File: src/hbt_pkg.sv
// Shared constants and types for the histogram bimodality test.
// No dependencies.
package hbt_pkg;
    localparam int MAX_BINS   = 256;
    localparam int MAX_PIXELS = 1024;
    localparam int BIN_AW     = 8;    // bin address width
    localparam int CNT_W      = 11;   // per-bin and total count width
    localparam int NB_W       = 9;
    localparam int CRIT_W     = 10;
    localparam int PIX_W      = 9;
    localparam int SUM_W      = 20;   // sum of count * value
    localparam int SQ_W       = 28;   // sum of count * value^2
    localparam int D_W        = 31;   // signed deviation numerator magnitude
    localparam int PROD_W     = 128;
    localparam logic [0:0] REG_NUM_BINS = 1'b0;
    localparam logic [0:0] REG_CRIT     = 1'b1;

    // Result of one window.
    typedef struct packed {
        logic            two_bodies;
        logic [PIX_W-1:0] best_threshold;
        logic            bad_pixel_seen;
    } result_t;
endpackage

File: src/hbt_mul.sv
// Shared multiplier: 128-bit by 32-bit product, one 32x32 partial per cycle.
// Depends on hbt_pkg.
module hbt_mul
(
    input  logic                          clk,
    input  logic                          rst_n,
    input  logic                          start,
    input  logic [hbt_pkg::PROD_W-1:0]    a,
    input  logic [31:0]                   b,
    output logic                          done,
    output logic [hbt_pkg::PROD_W-1:0]    p
);
    logic [hbt_pkg::PROD_W-1:0] a_reg, a_next;
    logic [hbt_pkg::PROD_W-1:0] acc_reg, acc_next;
    logic [31:0]                b_reg, b_next;
    logic [2:0]                 cnt_reg, cnt_next;
    logic                       busy_reg, busy_next;
    logic [63:0]                part;

    // one 32x32 partial product per cycle
    assign part = {32'd0, a_reg[31:0]} * {32'd0, b_reg};

    always_comb
    begin
        a_next   = a_reg;
        b_next   = b_reg;
        acc_next = acc_reg;
        cnt_next = cnt_reg;
        busy_next = busy_reg;
        if (start)
        begin
            a_next    = a;
            b_next    = b;
            acc_next  = '0;
            cnt_next  = 3'd0;
            busy_next = 1'b1;
        end
        else if (busy_reg)
        begin
            acc_next = acc_reg + ({64'd0, part} << (cnt_reg[1:0] * 32));
            a_next   = a_reg >> 32;
            cnt_next = cnt_reg + 3'd1;
            if (cnt_reg == 3'd3)
                busy_next = 1'b0;
        end
    end

    always_ff @(posedge clk or negedge rst_n)
    begin
        if (!rst_n)
        begin
            busy_reg <= 1'b0;
            cnt_reg  <= 3'd0;
        end
        else
        begin
            busy_reg <= busy_next;
            cnt_reg  <= cnt_next;
        end
    end

    always_ff @(posedge clk)
    begin
        a_reg   <= a_next;
        b_reg   <= b_next;
        acc_reg <= acc_next;
    end

    assign done = busy_reg && (cnt_reg == 3'd3);
    assign p    = acc_reg + ({64'd0, part} << 96);

    // a product chained at done keeps the unit busy
    a_done_ends: assert property (@(posedge clk) disable iff (!rst_n)
        done && !start |=> !busy_reg)
        else $error("multiplier still busy after done");
    a_cnt_idle: assert property (@(posedge clk) disable iff (!rst_n)
        !busy_reg |-> !done)
        else $error("done while idle");
    a_start_busy: assert property (@(posedge clk) disable iff (!rst_n)
        start |=> busy_reg && cnt_reg == 3'd0)
        else $error("start did not arm multiplier");
endmodule

File: config.mk
export PLATFORM = sky130hd
export DESIGN_NAME = hbt_mul
export DESIGN_NICKNAME = d
export VERILOG_FILES = /design/src/hbt_pkg.sv /design/src/hbt_mul.sv
export SDC_FILE = /design/constraint.sdc
export NUM_CORES = 2
export LEC_CHECK = 0
export ABC_AREA = 1
export BUFFER_PORTS_ARGS = -buffer_cell sky130_fd_sc_hd__buf_2
export CORE_MARGIN = 4
export CORE_UTILIZATION = 65
export DETAILED_ROUTE_END_ITERATION = 8
export PLACE_DENSITY = 0.84
export REMOVE_ABC_BUFFERS = 1
export SLEW_MARGIN = 15
export SYNTH_ARGS = -nofsm -noshare
export SYNTH_HDL_FRONTEND = slang
export SYNTH_SLANG_ARGS = --single-unit
File: constraint.sdc
create_clock -name clk -period 13.7 [get_ports clk]
set_clock_uncertainty 0.05 [all_clocks]
set_input_delay 4.11 -clock clk [delete_from_list [all_inputs] [get_ports clk]]
set_output_delay 4.11 -clock clk [all_outputs]
set_load 0.01 [all_outputs]
==> results.md <==
* Outcome: finished with violations
* Violated checks: design-rule violations, max-capacitance violations, max-slew violations, negative setup slack
* CP startpoint kind: flip-flop
* Site Rows at 110
* Y dimension of the die at 310 um
* Least setup slack across all paths after layout at -0.0646 ns
* Depth of the worst register-to-register path at 34
* Min Clock Period, post-route at 13.76 ns
* Slowest cell on the critical path: sky130_fd_sc_hd__edfxtp_1
* Clock sink total at 292
* Maximum fanout encountered on the critical timing path at 20
* Commonest cells in the netlist: sky130_fd_sc_hd__nand2_1, sky130_fd_sc_hd__inv_1, sky130_fd_sc_hd__fa_1
* Tightest Pin Transition at 1.69 ns
* Number of buffer and inverter instances along the worst setup path at 4
* Final period utilization at 100%
* Total area of sequential cells at 7470 um2
* Crit-path leading delay family: adder cells
* Min-delay worst type: flip-flop to flip-flop
* Initial Util at 65.7%
* Leading post-synthesis cells by cell area: sky130_fd_sc_hd__fa_1, sky130_fd_sc_hd__nand2_1, sky130_fd_sc_hd__inv_1
* Final hold violation count at 0
* Antenna violations before repair at 28
* R2R Setup Slk at 1.57 ns
* Library cell with the highest instance count after synthesis: sky130_fd_sc_hd__nand2_1
* RSZ-0062 raised after global routing: yes
* Count of cell types in the netlist at 61
* Net count of the finished layout at 9975
* Pin count of the biggest net entering global routing at 98
* Number of enable flip-flop cells after synthesis at 160
* Post-DR wirelength/cell at 24.2 um
* Post-place setup slack at 0.340 ns
* Worst skew pair latency at 0.66 ns
* Sum of overflow across all layers after global routing at 0
* Fraction of registers with async set or reset after synthesis at 1.37%
* Number of antenna-violating nets in the routed design at 0
* Area overhead of the layout relative to synthesis at 7.43%
* Tot GR Track Use at 48.0%
* Detailed-route via count at 58300
* Levels on crit path at 26
* Slew HR at -12.6%
* Final Wtd Congestion at 1.12
* DRT Pass-1 Iters at 9
* CTS root buffer: sky130_fd_sc_hd__clkbuf_16
* Netlist area before placement at 59200 um2
* Total cell area at the placement stage at 61400 um2
* Mean area per synthesized cell at 7.12 um2
* Data required time of the critical path at 9.54 ns
* Post-synth top flop: sky130_fd_sc_hd__edfxtp_1
* Number of setup violations in the final report at 1
* Post-Layout Inst Area at 63600 um2
* Floorplan die area at 96000 um2
* Flop and latch count out of synthesis at 292
* Max Cap Viol at 1
* DRC Markers at 3
* Vias per inst at 6.00
* Number of global-route vias before repair at 57600
* Achievable frequency at 72.7 MHz
* Dpl hpwl at 187000 um
* Horizontal die dimension at 310 um
* Area of the core region at 90100 um2
* Total number of H-tree levels at 2
* Number of buffer cells added on primary ports at 291
* Multi-input gate area in the final layout at 42600 um2
* Longest Clk Path Bufs at 3
* CTS tree: yes
* Slew Limit Fails at 21
* Setup CP Type: flip-flop to output pin
* Number of top-level pins at 292
* Peak per-stage delay on the critical path at 1.48 ns
* Sequential-to-total area share from yosys stat at 12.6%
* Warnings from Yosys at 0
* Number of buffers created by CTS at 39
* Overall routed net length at 235000 um
* Synthesized instance count at 8318
* Share of Yosys cell area claimed by the top area cell type at 30.4%
* Clock-pin transition on the worst setup and hold timing paths at 0.07 ns
* Critical path data arrival time at 9.60 ns
* Hold Path Cell Cnt at 2
* Number of fill cells at 6987
* Category of the worst setup path capture point: output pin
* Wire length of the first global-routing pass at 342000 um
* Iteration-0 DRC count of the detailed router at 7996
* Fraction of layout cells with a size suffix above 1 at 7.98%
* Cell type with the highest aggregate area in the netlist: sky130_fd_sc_hd__fa_1
* Top cell by count, worst path: sky130_fd_sc_hd__fa_1
-- final timing paths --
check                       startpoint          end
setup / recovery             b_reg[24]       p[126]
hold / removal             acc_reg[40]  acc_reg[40]
setup reg to reg             b_reg[24]  acc_reg[88]
hold reg to reg            acc_reg[40]  acc_reg[40]
max in group asynchronous        rst_n   cnt_reg[1]
min in group asynchronous        rst_n   cnt_reg[0]
-- metal layers --
layer  part of all wire [%]  vias to the layer above  GRT usage [%]
met5                   0.12                        -          0.445
met1                     35                    27400           60.9
met4                    7.8                       15           28.7
met3                     16                     1180           18.4
li1                       -                    25100              -
met2                     41                     4590           69.9
-- tightest hold or removal path: stages, from the launching register on --
cell                      delay (ns)
sky130_fd_sc_hd__dfxtp_1        0.32
sky130_fd_sc_hd__nand2_1        0.07
sky130_fd_sc_hd__nand2_1        0.04
-- stage by stage --
step	instances	setup TNS, ns	hold WS, ns	util (%)
3_5_place_dp	9546	0	0.423	68.1
2_1_floorplan	7949	0	0.403	-
3_3_place_gp	9546	0	0.418	68.1
5_1_grt	9701	-2.15	0.451	70.5
4_1_cts	9685	0	0.432	70.2
6_report	9715	-0.0646	0.430	70.6
-- cell type report --
cell class                      instances  share of cell area [%]
Multi-Input combinational cell       5652                    67.0
Inverter                             2005                    11.8
Sequential cell                       292                    11.7
Timing Repair Buffer                  501                    4.96
Tap cell                             1176                    2.31
Clock buffer                           54                    1.76
Clock inverter                         16                   0.328
Antenna cell                           19                  0.0747
-- layout by cell type (no fill, tap or decap), types with 11 or more instances in the layout --
cell	n
sky130_fd_sc_hd__o21bai_1	47
sky130_fd_sc_hd__xnor2_1	35
sky130_fd_sc_hd__a21boi_0	11
sky130_fd_sc_hd__o21ai_1	31
sky130_fd_sc_hd__nand3_1	143
sky130_fd_sc_hd__o21a_1	16
sky130_fd_sc_hd__a31oi_1	17
sky130_fd_sc_hd__fa_1	897
sky130_fd_sc_hd__nand2_2	16
sky130_fd_sc_hd__clkbuf_16	39
sky130_fd_sc_hd__or2_2	14
sky130_fd_sc_hd__o22ai_1	11
sky130_fd_sc_hd__nand4_1	25
sky130_fd_sc_hd__a21oi_1	422
sky130_fd_sc_hd__dfxtp_1	128
sky130_fd_sc_hd__diode_2	19
sky130_fd_sc_hd__a21o_1	35
sky130_fd_sc_hd__ha_1	420
sky130_fd_sc_hd__buf_2	290
sky130_fd_sc_hd__o21ai_0	312
sky130_fd_sc_hd__edfxtp_1	160
sky130_fd_sc_hd__inv_1	1996
sky130_fd_sc_hd__o21ai_2	15
sky130_fd_sc_hd__xor2_1	57
sky130_fd_sc_hd__nand2_1	2335
sky130_fd_sc_hd__buf_4	196
sky130_fd_sc_hd__nor2_1	615
sky130_fd_sc_hd__nor3_1	48
-- logic make-up after synthesis --
group	after synthesis	synth area share, %
xor gates and xnor gates	100	1.50
buffers and inverters	2374	15.7
DFF	292	12.6
AOI/OAI and AO/OA	984	9.43
and+or+nand+nor	3247	21.5
adders and majority gates	1321	39.3
-- what timing repair did --
action                                 CTS  global route
setup buffers                           69             9
setup endpoints to repair                1            13
cloned                                   0             0
endpoints found under the hold margin    0             0
resized for setup                        0            24
pin swaps                                0             2
hold buffers                             0             0
Power is not shown: default switching activity piles up to over one toggle a cycle in this logic, so the estimate is an artifact.
